**config.mk**
```make
export PLATFORM = sky130hd
export DESIGN_NAME = two_way_traffic_light_controller
export DESIGN_NICKNAME = d
export VERILOG_FILES = /design/src/tlc_pkg.sv /design/src/tlc_step.sv /design/src/two_way_traffic_light_controller.sv
export SDC_FILE = /design/constraint.sdc
export NUM_CORES = 2
export LEC_CHECK = 0
export ABC_CLOCK_PERIOD_IN_PS = 17500
export BUFFER_PORTS_ARGS = -buffer_cell sky130_fd_sc_hd__buf_2
export CAP_MARGIN = 20
export CELL_PAD_IN_SITES_DETAIL_PLACEMENT = 1
export CELL_PAD_IN_SITES_GLOBAL_PLACEMENT = 2
export CORE_MARGIN = 2
export CORE_UTILIZATION = 45
export DETAILED_ROUTE_END_ITERATION = 7
export GPL_TIMING_DRIVEN = 1
export HOLD_SLACK_MARGIN = 0.08
export PLACE_DENSITY = 0.92
export RECOVER_POWER = 50
export SLEW_MARGIN = 20
export SYNTH_ARGS = -nofsm -noshare
export SYNTH_HDL_FRONTEND = slang
export SYNTH_HIERARCHICAL = 1
export SYNTH_SLANG_ARGS = --single-unit
```
**constraint.sdc**
```tcl
create_clock -name clk -period 17.5 [get_ports clk]
set_clock_uncertainty 0.1 [all_clocks]
set_input_delay 3.5 -clock clk [delete_from_list [all_inputs] [get_ports clk]]
set_output_delay 3.5 -clock clk [all_outputs]
set_load 0.05 [all_outputs]
```
**src/tlc_pkg.sv**
```systemverilog
// Shared types, codes and helpers for the two-way traffic light controller.
// No dependencies; imported by tlc_step and the top level.
package tlc_pkg;

	localparam int unsigned MAX_SECONDS = 99;

	// top_mode codes
	localparam logic [2:0] MODE_START  = 3'd0;
	localparam logic [2:0] MODE_RUN    = 3'd1;
	localparam logic [2:0] MODE_RED    = 3'd2;
	localparam logic [2:0] MODE_GREEN  = 3'd3;
	localparam logic [2:0] MODE_YELLOW = 3'd4;

	// light phase codes
	localparam logic [1:0] PH_LOAD   = 2'd0;
	localparam logic [1:0] PH_RED    = 2'd1;
	localparam logic [1:0] PH_GREEN  = 2'd2;
	localparam logic [1:0] PH_YELLOW = 2'd3;

	// expiry flag bits
	localparam int unsigned FLG_SEC   = 2;
	localparam int unsigned FLG_BLINK = 3;

	typedef struct packed {
		logic [2:0]        top_mode;
		logic [1:0]        first_phase;
		logic [1:0]        second_phase;
		logic [2:0][6:0]   phase_sec;
		logic [2:0][6:0]   pend_sec;
		logic [3:0][3:0]   digits;
		logic [1:0][16:0]  phase_cnt;
		logic [9:0]        sec_cnt;
		logic [7:0]        blink_cnt;
		logic [3:0]        flags;
		logic              blink;
		logic [5:0]        lamps;
	} tlc_state_t;

	localparam tlc_state_t ST_RESET = '{
		top_mode:     MODE_START,
		first_phase:  PH_LOAD,
		second_phase: PH_LOAD,
		phase_sec:    {7'd2, 7'd3, 7'd5},
		pend_sec:     {7'd2, 7'd3, 7'd5},
		digits:       '0,
		phase_cnt:    '0,
		sec_cnt:      '0,
		blink_cnt:    '0,
		flags:        4'b1100,
		blink:        1'b0,
		lamps:        6'h3F
	};

	// Tens of a 7-bit value: multiply by 205/2048, exact below 1029.
	function automatic logic [3:0] div10(input logic [6:0] v);
		logic [14:0] p;
		p = 15'(v) * 15'd205;
		return p[14:11];
	endfunction

	function automatic logic [3:0] mod10(input logic [6:0] v);
		logic [6:0] q10;
		q10 = 7'(div10(v)) * 7'd10;
		return 4'(v - q10);
	endfunction

endpackage

```
**src/tlc_step.sv**
```systemverilog
// Next-state logic for one timebase tick of the traffic light controller.
// Depends on tlc_pkg (state struct, mode and phase codes, digit helpers).
module tlc_step import tlc_pkg::*; (
	input  tlc_state_t cur,
	input  logic [9:0] tps,
	input  logic       mode_press,
	input  logic       inc_press,
	input  logic       commit_press,
	output tlc_state_t nxt
);

	function automatic tlc_state_t load_phase(input tlc_state_t st, input logic lt,
			input logic [1:0] colour, input logic [9:0] t);
		logic [6:0] s;
		s = st.phase_sec[colour];
		st.phase_cnt[lt] = 17'(s) * 17'(t);
		st.flags[lt] = 1'b0;
		st.digits[{lt, 1'b0}] = div10(s);
		st.digits[{lt, 1'b1}] = mod10(s) + 4'd1;
		return st;
	endfunction

	function automatic tlc_state_t run_light(input tlc_state_t st, input logic lt,
			input logic [1:0] first, input logic [9:0] t);
		logic [1:0] p;
		logic [1:0] n;
		logic [2:0] grp;
		p = lt ? st.second_phase : st.first_phase;
		if (p == PH_LOAD) begin
			if (lt) st.second_phase = first;
			else st.first_phase = first;
			st = load_phase(st, lt, first - 2'd1, t);
		end else begin
			grp = 3'b111;
			grp[p - 2'd1] = 1'b0;
			if (lt) st.lamps[5:3] = grp;
			else st.lamps[2:0] = grp;
			if (st.flags[lt]) begin
				n = (p == PH_YELLOW) ? PH_RED : p + 2'd1;
				if (lt) st.second_phase = n;
				else st.first_phase = n;
				st = load_phase(st, lt, n - 2'd1, t);
			end
		end
		return st;
	endfunction

	// Units at zero wrap to nine and borrow from tens, tens hold at zero.
	function automatic tlc_state_t count_down(input tlc_state_t st, input logic h);
		if (st.digits[{h, 1'b1}] == 4'd0) begin
			st.digits[{h, 1'b1}] = 4'd9;
			if (st.digits[{h, 1'b0}] != 4'd0)
				st.digits[{h, 1'b0}] = st.digits[{h, 1'b0}] - 4'd1;
		end else begin
			st.digits[{h, 1'b1}] = st.digits[{h, 1'b1}] - 4'd1;
		end
		return st;
	endfunction

	function automatic tlc_state_t run_edit(input tlc_state_t st, input logic [1:0] colour,
			input logic inc, input logic com, input logic [9:0] t);
		logic [5:0] v;
		logic [6:0] pv;
		if (st.flags[FLG_BLINK]) begin
			v = 6'h3F;
			if (!st.blink) begin
				v[colour] = 1'b0;
				v[3'(colour) + 3'd3] = 1'b0;
			end
			st.lamps = v;
			st.blink = ~st.blink;
			st.blink_cnt = t[9:2];
			st.flags[FLG_BLINK] = 1'b0;
		end
		if (inc) begin
			pv = st.pend_sec[colour] + 7'd1;
			if (pv > 7'(MAX_SECONDS)) pv = '0;
			st.pend_sec[colour] = pv;
		end
		if (com) st.phase_sec[colour] = st.pend_sec[colour];
		return st;
	endfunction

	function automatic tlc_state_t show_edit(input tlc_state_t st, input logic [1:0] colour);
		st.digits[0] = div10(st.pend_sec[colour]);
		st.digits[1] = mod10(st.pend_sec[colour]);
		st.digits[2] = 4'd0;
		st.digits[3] = 4'(colour) + 4'd2;
		return st;
	endfunction

	always_comb begin
		tlc_state_t st;
		logic [1:0] c;
		st = cur;
		c  = 2'(cur.top_mode - MODE_RED);
		unique case (cur.top_mode)
			MODE_START: begin
				st.top_mode = MODE_RUN;
				st.first_phase = PH_LOAD;
			end
			MODE_RUN: begin
				st = run_light(st, 1'b0, PH_RED, tps);
				st = run_light(st, 1'b1, PH_GREEN, tps);
				if (st.flags[FLG_SEC]) begin
					st = count_down(st, 1'b0);
					st = count_down(st, 1'b1);
					st.sec_cnt = tps;
					st.flags[FLG_SEC] = 1'b0;
				end
				if (mode_press) begin
					st.top_mode = MODE_RED;
					st = run_edit(st, 2'd0, inc_press, commit_press, tps);
					st = show_edit(st, 2'd0);
				end
			end
			MODE_RED, MODE_GREEN: begin
				st = run_edit(st, c, inc_press, commit_press, tps);
				st = show_edit(st, c);
				if (mode_press) begin
					// drop the uncommitted value, move to the next colour
					st.pend_sec[c] = st.phase_sec[c];
					st.top_mode = cur.top_mode + 3'd1;
					st = run_edit(st, c + 2'd1, 1'b0, 1'b0, tps);
					st = show_edit(st, c + 2'd1);
				end
			end
			MODE_YELLOW: begin
				st = run_edit(st, 2'd2, inc_press, commit_press, tps);
				st = show_edit(st, 2'd2);
				if (mode_press) begin
					st.pend_sec[2] = st.phase_sec[2];
					st.top_mode = MODE_RUN;
					st.first_phase = PH_LOAD;
					st.second_phase = PH_LOAD;
				end
			end
			default: begin
			end
		endcase

		// counters advance after the control logic; a zero load never expires
		for (int k = 0; k < 2; k++) begin
			if (st.phase_cnt[k] != '0) begin
				st.phase_cnt[k] = st.phase_cnt[k] - 17'd1;
				if (st.phase_cnt[k] == '0) st.flags[k] = 1'b1;
			end
		end
		if (st.sec_cnt != '0) begin
			st.sec_cnt = st.sec_cnt - 10'd1;
			if (st.sec_cnt == '0) st.flags[FLG_SEC] = 1'b1;
		end
		if (st.blink_cnt != '0) begin
			st.blink_cnt = st.blink_cnt - 8'd1;
			if (st.blink_cnt == '0) st.flags[FLG_BLINK] = 1'b1;
		end
		nxt = st;
	end

endmodule

```
**src/two_way_traffic_light_controller.sv**
```systemverilog
// Two-way traffic light controller: one timebase tick per input beat.
// Latency: the result beat is valid the cycle after its tick beat is accepted.
// Throughput: one tick per cycle while m_tready is high; the next tick is taken while the result is being taken.
// The state register doubles as the result register; timer loads multiply in the same cycle.
// arst_n clears all state: start mode, lamps off, durations red 5, green 3, yellow 2,
// ticks_per_second 100.
module two_way_traffic_light_controller import tlc_pkg::*; (
	input  logic        clk,
	input  logic        arst_n,
	input  logic        cfg_valid,
	output logic        cfg_ready,
	input  logic [9:0]  cfg_data,      // ticks_per_second
	input  logic        s_tvalid,
	output logic        s_tready,
	input  logic [7:0]  s_tdata,       // [0] next_mode_press, [1] increment_press,
	                                   // [2] commit_press, [7:3] zero
	output logic        m_tvalid,
	input  logic        m_tready,
	output logic [31:0] m_tdata        // [2:0] first_lamps, [5:3] second_lamps,
	                                   // [9:6] digit_zero, [13:10] digit_one,
	                                   // [17:14] digit_two, [21:18] digit_three,
	                                   // [24:22] active_mode, [31:25] zero
);

	tlc_state_t st_q;
	tlc_state_t st_nxt;
	logic [9:0] tps_q;
	logic       out_valid_q;
	logic       take;

	assign cfg_ready = 1'b1;
	assign s_tready  = !out_valid_q || m_tready;
	assign take      = s_tvalid && s_tready;

	tlc_step u_step (
		.cur          (st_q),
		.tps          (tps_q),
		.mode_press   (s_tdata[0]),
		.inc_press    (s_tdata[1]),
		.commit_press (s_tdata[2]),
		.nxt          (st_nxt)
	);

	always_ff @(posedge clk or negedge arst_n) begin
		if (!arst_n) begin
			st_q        <= ST_RESET;
			tps_q       <= 10'd100;
			out_valid_q <= 1'b0;
		end else begin
			if (cfg_valid) tps_q <= cfg_data;
			// advance state only when the previous result beat is gone or leaving
			if (take) st_q <= st_nxt;
			if (take) out_valid_q <= 1'b1;
			else if (m_tready) out_valid_q <= 1'b0;
		end
	end

	assign m_tvalid = out_valid_q;
	assign m_tdata  = {7'd0, st_q.top_mode, st_q.digits[3], st_q.digits[2],
		st_q.digits[1], st_q.digits[0], st_q.lamps[5:3], st_q.lamps[2:0]};

endmodule
```
==> flow_summary.rst <==
.. list-table::
   :header-rows: 1

   * - Metric
     - Value
   * - Cell repeated most along the worst path
     - sky130_fd_sc_hd__inv_1
   * - Post-synth EDFFs
     - 0
   * - Vias in the first global route
     - 27500
   * - Met2 WL post-DR
     - 45000 um
   * - Top Family by Delay on Critical Path
     - compound AO/OA/AOI/OAI gates
   * - Sequential-to-total area share from yosys stat
     - 11.6%
   * - Initial drt markers
     - 1855
   * - Register clock-pin slew on the reported worst setup and hold paths
     - 0.07 ns
   * - Shortest clock period the worst path allows after layout
     - 11.73 ns
   * - Highest clock frequency the design can meet
     - 85.3 MHz
   * - Result of the run
     - finished with violations
   * - Count of nets after finishing
     - 4166
   * - Num CTS Buffers
     - 17
   * - Hold-fix buffers at CTS
     - 0
   * - TritonCTS clock tree
     - built
   * - Number of vias after detailed routing
     - 26400
   * - Final hold viol count
     - 0
   * - Ratio of routed vias to standard cells
     - 6.10
   * - Netlist Area Pre-Place
     - 0.0302 mm2
   * - Setup Total Neg Slack
     - 0 ns
   * - Vertical die dimension
     - 263 um
   * - Slew at the pin closest to its max-slew limit
     - 5.41 ns
   * - Number of nets still failing antenna checks after routing
     - 0
   * - Top FF cell, synth
     - sky130_fd_sc_hd__dfrtp_1
   * - Path depth of the worst reg2reg path
     - 40
   * - Post-CTS resize count
     - 0
   * - Number of antenna repair diodes
     - 0
   * - Combined global-route utilization of all metal layers
     - 28.9%
   * - Horizontal die dimension
     - 263 um
   * - Routed length per placed instance
     - 23.1 um
   * - Max-slew violation count
     - 214
   * - Setup Fix Bufs, Post-CTS
     - 0
   * - Count of unique library cells instantiated by Yosys
     - 100
   * - Final Wtd Congestion
     - 0.911
   * - CP Data Arrival Time
     - 12.01 ns
   * - Max FO, Critical Path
     - 31
   * - Core region area
     - 0.0661 mm2
   * - FFs w/ async S/R, synth
     - 100%
   * - Cell count after synthesis
     - 3527
   * - Levels on crit path
     - 35
   * - Critical path start-end classification
     - in -> reg
   * - Initial Utilization
     - 45.7%
   * - Pin count of the biggest net entering global routing
     - 84
   * - Total routed wire length on the met1 layer
     - 45000 um
   * - Min-Delay Path Class
     - reg -> reg
   * - Warnings, synthesis
     - 6
   * - Kind of start point of the critical path
     - primary input
   * - Std cell rows
     - 94
   * - DP HPWL
     - 74200 um
   * - CTS Root Cell
     - sky130_fd_sc_hd__clkbuf_16
   * - Highest routed metal layer
     - met5
   * - CTS Sinks
     - 139
   * - Crit path max-delay cell type
     - sky130_fd_sc_hd__a32oi_1
   * - Routed wire length
     - 100000 um
   * - Worst path bufs/invs
     - 6
   * - Violations in the final reports
     - max-capacitance violations, max-slew violations
   * - Required arrival time at the worst endpoint
     - 17.78 ns
   * - Post-synthesis sequential element count
     - 139
   * - Max-Slew Margin vs Limit
     - -261%
   * - Final cycle utilization of the critical path
     - 67.0%
   * - Depth of the worst hold-timing path
     - 1
   * - Unrepaired setup endpoints after global routing
     - false
   * - Endpoint type of the worst setup path
     - flip-flop
   * - Syn avg cell area
     - 8.56 um2
   * - Max Cap Violations
     - 3
   * - Initial antenna violation count
     - 1
   * - Global-route wire length before repair
     - 157000 um
   * - Maximum number of buffers from clock root to sink
     - 2
   * - Met3 wirelength from detailed routing
     - 7520 um
   * - Number of top-level pins
     - 58
   * - Pre-Repair DR Iteration Count
     - 6
   * - Fraction of layout instances using a drive strength above 1
     - 9.76%
   * - Number of setup violations in the final report
     - 0
   * - Skew-Pair Late Insertion Delay
     - 0.51 ns
   * - Area enclosed by the die boundary
     - 0.0691 mm2
   * - Synth-to-layout area growth
     - 4.19%
   * - Fillers
     - 7933
   * - Port buffer count
     - 44
   * - Peak per-stage delay on the critical path
     - 0.71 ns
   * - Total congestion overflow after global routing
     - 0
   * - Maximum level of the CTS H-tree
     - 4
   * - Residual DRC
     - 0
[worst reg2reg max path, delay by kind of cell (launching register included)]
| family | cells | cell delay [ns] |
|---|---|---|
| flip-flops | 1 | 0.36 |
| multiplexers | 2 | 0.41 |
| AO/OA/AOI/OAI | 14 | 4.54 |
| buffers and inverters | 7 | 0.81 |
| adder cells (fa/ha/maj) | 8 | 3.00 |
| AND/OR/NAND/NOR | 7 | 1.71 |
| XOR/XNOR | 2 | 0.42 |
[metal layers]
metal  vias to the layer above  track usage [%]
li1                      12000                -
met3                       135             5.52
met1                     13400             39.6
met5                         -                0
met4                         2             8.53
met2                       875             46.4
[kinds of logic (layout without fill, tap and decap cells)]
| logic type | after synthesis | in the layout | share of synthesized area (%) |
|---|---|---|---|
| flops | 139 | 139 | 11.6 |
| compound gates | 756 | 756 | 17.0 |
| mux | 200 | 200 | 8.53 |
| buf+inv | 629 | 559 | 8.95 |
| xor+xnor | 141 | 141 | 4.37 |
| other cells | 2 | 8 | 0.0249 |
| simple gates | 967 | 967 | 15.1 |
| fa+ha+maj | 693 | 693 | 34.4 |
[state kept, by name (all words and copies together) (netlist names)]
signal    count
st_q        103
m_tvalid      1
m_tdata      25
tps_q        10
[layout by cell type, fill, tap and decap left out, types with 15 or more instances in the layout]
| cell type | instances |
|---|---|
| sky130_fd_sc_hd__ha_1 | 465 |
| sky130_fd_sc_hd__inv_1 | 410 |
| sky130_fd_sc_hd__nand2_1 | 397 |
| sky130_fd_sc_hd__fa_1 | 228 |
| sky130_fd_sc_hd__nor2_1 | 201 |
| sky130_fd_sc_hd__o21ai_0 | 160 |
| sky130_fd_sc_hd__a21oi_1 | 146 |
| sky130_fd_sc_hd__dfrtp_1 | 118 |
| sky130_fd_sc_hd__and2_1 | 103 |
| sky130_fd_sc_hd__mux2_4 | 102 |
| sky130_fd_sc_hd__xnor2_1 | 89 |
| sky130_fd_sc_hd__buf_4 | 65 |
| sky130_fd_sc_hd__nor3_1 | 52 |
| sky130_fd_sc_hd__mux2i_1 | 52 |
| sky130_fd_sc_hd__nand3_1 | 47 |
| sky130_fd_sc_hd__xor2_1 | 46 |
| sky130_fd_sc_hd__mux2_2 | 41 |
| sky130_fd_sc_hd__a21o_1 | 41 |
| sky130_fd_sc_hd__buf_2 | 34 |
| sky130_fd_sc_hd__o21a_1 | 33 |
| sky130_fd_sc_hd__a22oi_1 | 32 |
| sky130_fd_sc_hd__a31oi_1 | 28 |
| sky130_fd_sc_hd__a211oi_1 | 27 |
| sky130_fd_sc_hd__and3_1 | 25 |
| sky130_fd_sc_hd__o211ai_1 | 24 |
| sky130_fd_sc_hd__a22o_1 | 24 |
| sky130_fd_sc_hd__nand2b_1 | 22 |
| sky130_fd_sc_hd__dfstp_2 | 21 |
| sky130_fd_sc_hd__o21ai_1 | 21 |
| sky130_fd_sc_hd__nor2b_1 | 20 |
| sky130_fd_sc_hd__or3_1 | 18 |
| sky130_fd_sc_hd__clkbuf_16 | 17 |
| sky130_fd_sc_hd__o22ai_1 | 16 |
| sky130_fd_sc_hd__a221o_1 | 15 |
| sky130_fd_sc_hd__o31ai_1 | 15 |
[per-stage QoR]
stage	util, %	cells	cell area (um2)	setup WS [ns]	hold WS, ns
after global routing	47.6	4327	31400	5.43	0.436
after detailed placement	46.7	4295	30900	5.62	0.398
final	47.6	4327	31400	5.77	0.416
after global placement	46.7	4295	30900	5.77	0.388
after floorplan	-	3533	30200	7.41	0.379
after CTS	47.6	4327	31500	6.05	0.418
[cell usage after synthesis, types with 16 or more instances]
cell / count / area, um2
sky130_fd_sc_hd__a211oi_1: 27 / 203
sky130_fd_sc_hd__a21o_1: 41 / 308
sky130_fd_sc_hd__a21oi_1: 147 / 736
sky130_fd_sc_hd__a22o_1: 24 / 210
sky130_fd_sc_hd__a22oi_1: 32 / 240
sky130_fd_sc_hd__a31oi_1: 28 / 175
sky130_fd_sc_hd__and2_1: 103 / 644
sky130_fd_sc_hd__and3_1: 25 / 156
sky130_fd_sc_hd__buf_4: 33 / 248
sky130_fd_sc_hd__clkbuf_1: 152 / 571
sky130_fd_sc_hd__dfrtp_1: 118 / 2950
sky130_fd_sc_hd__dfstp_2: 21 / 552
sky130_fd_sc_hd__fa_1: 228 / 4560
sky130_fd_sc_hd__ha_1: 465 / 5820
sky130_fd_sc_hd__inv_1: 410 / 1540
sky130_fd_sc_hd__mux2_2: 44 / 495
sky130_fd_sc_hd__mux2_4: 103 / 1550
sky130_fd_sc_hd__mux2i_1: 52 / 521
sky130_fd_sc_hd__nand2_1: 396 / 1490
sky130_fd_sc_hd__nand2b_1: 21 / 131
sky130_fd_sc_hd__nand3_1: 47 / 235
sky130_fd_sc_hd__nor2_1: 201 / 754
sky130_fd_sc_hd__nor2b_1: 21 / 131
sky130_fd_sc_hd__nor3_1: 52 / 260
sky130_fd_sc_hd__o211ai_1: 24 / 180
sky130_fd_sc_hd__o21a_1: 33 / 248
sky130_fd_sc_hd__o21ai_0: 171 / 856
sky130_fd_sc_hd__o22ai_1: 16 / 100
sky130_fd_sc_hd__o31ai_1: 16 / 120
sky130_fd_sc_hd__or3_1: 18 / 113
sky130_fd_sc_hd__xnor2_1: 89 / 780
sky130_fd_sc_hd__xor2_1: 46 / 403
[layout make-up]
cell class | instances | area [um2] | share of cell area, %
multi-input combinational | 2765 | 24000 | 76.3
sequential | 139 | 3500 | 11.1
inverter | 417 | 1570 | 4.98
tap | 864 | 1080 | 3.44
timing repair buffer | 110 | 699 | 2.22
clock buffer | 19 | 443 | 1.41
clock inverter | 13 | 156 | 0.497
[path summary, 6_finish.rpt]
path / end / startpoint / slack [ns]
max: m_tdata[13] / s_tdata[1] / 5.77
min: tps_q[4] / tps_q[4] / 0.42
max reg2reg: m_tdata[13] / m_tdata[22] / 6.01
min reg2reg: tps_q[4] / tps_q[4] / 0.42
max in group asynchronous: st_q[51] / arst_n / 7.06
min in group asynchronous: st_q[88] / arst_n / 4.87
Power is left out: the tool's default activity adds up to more than one toggle a clock period on the data nets, which glitch-free logic cannot reach.
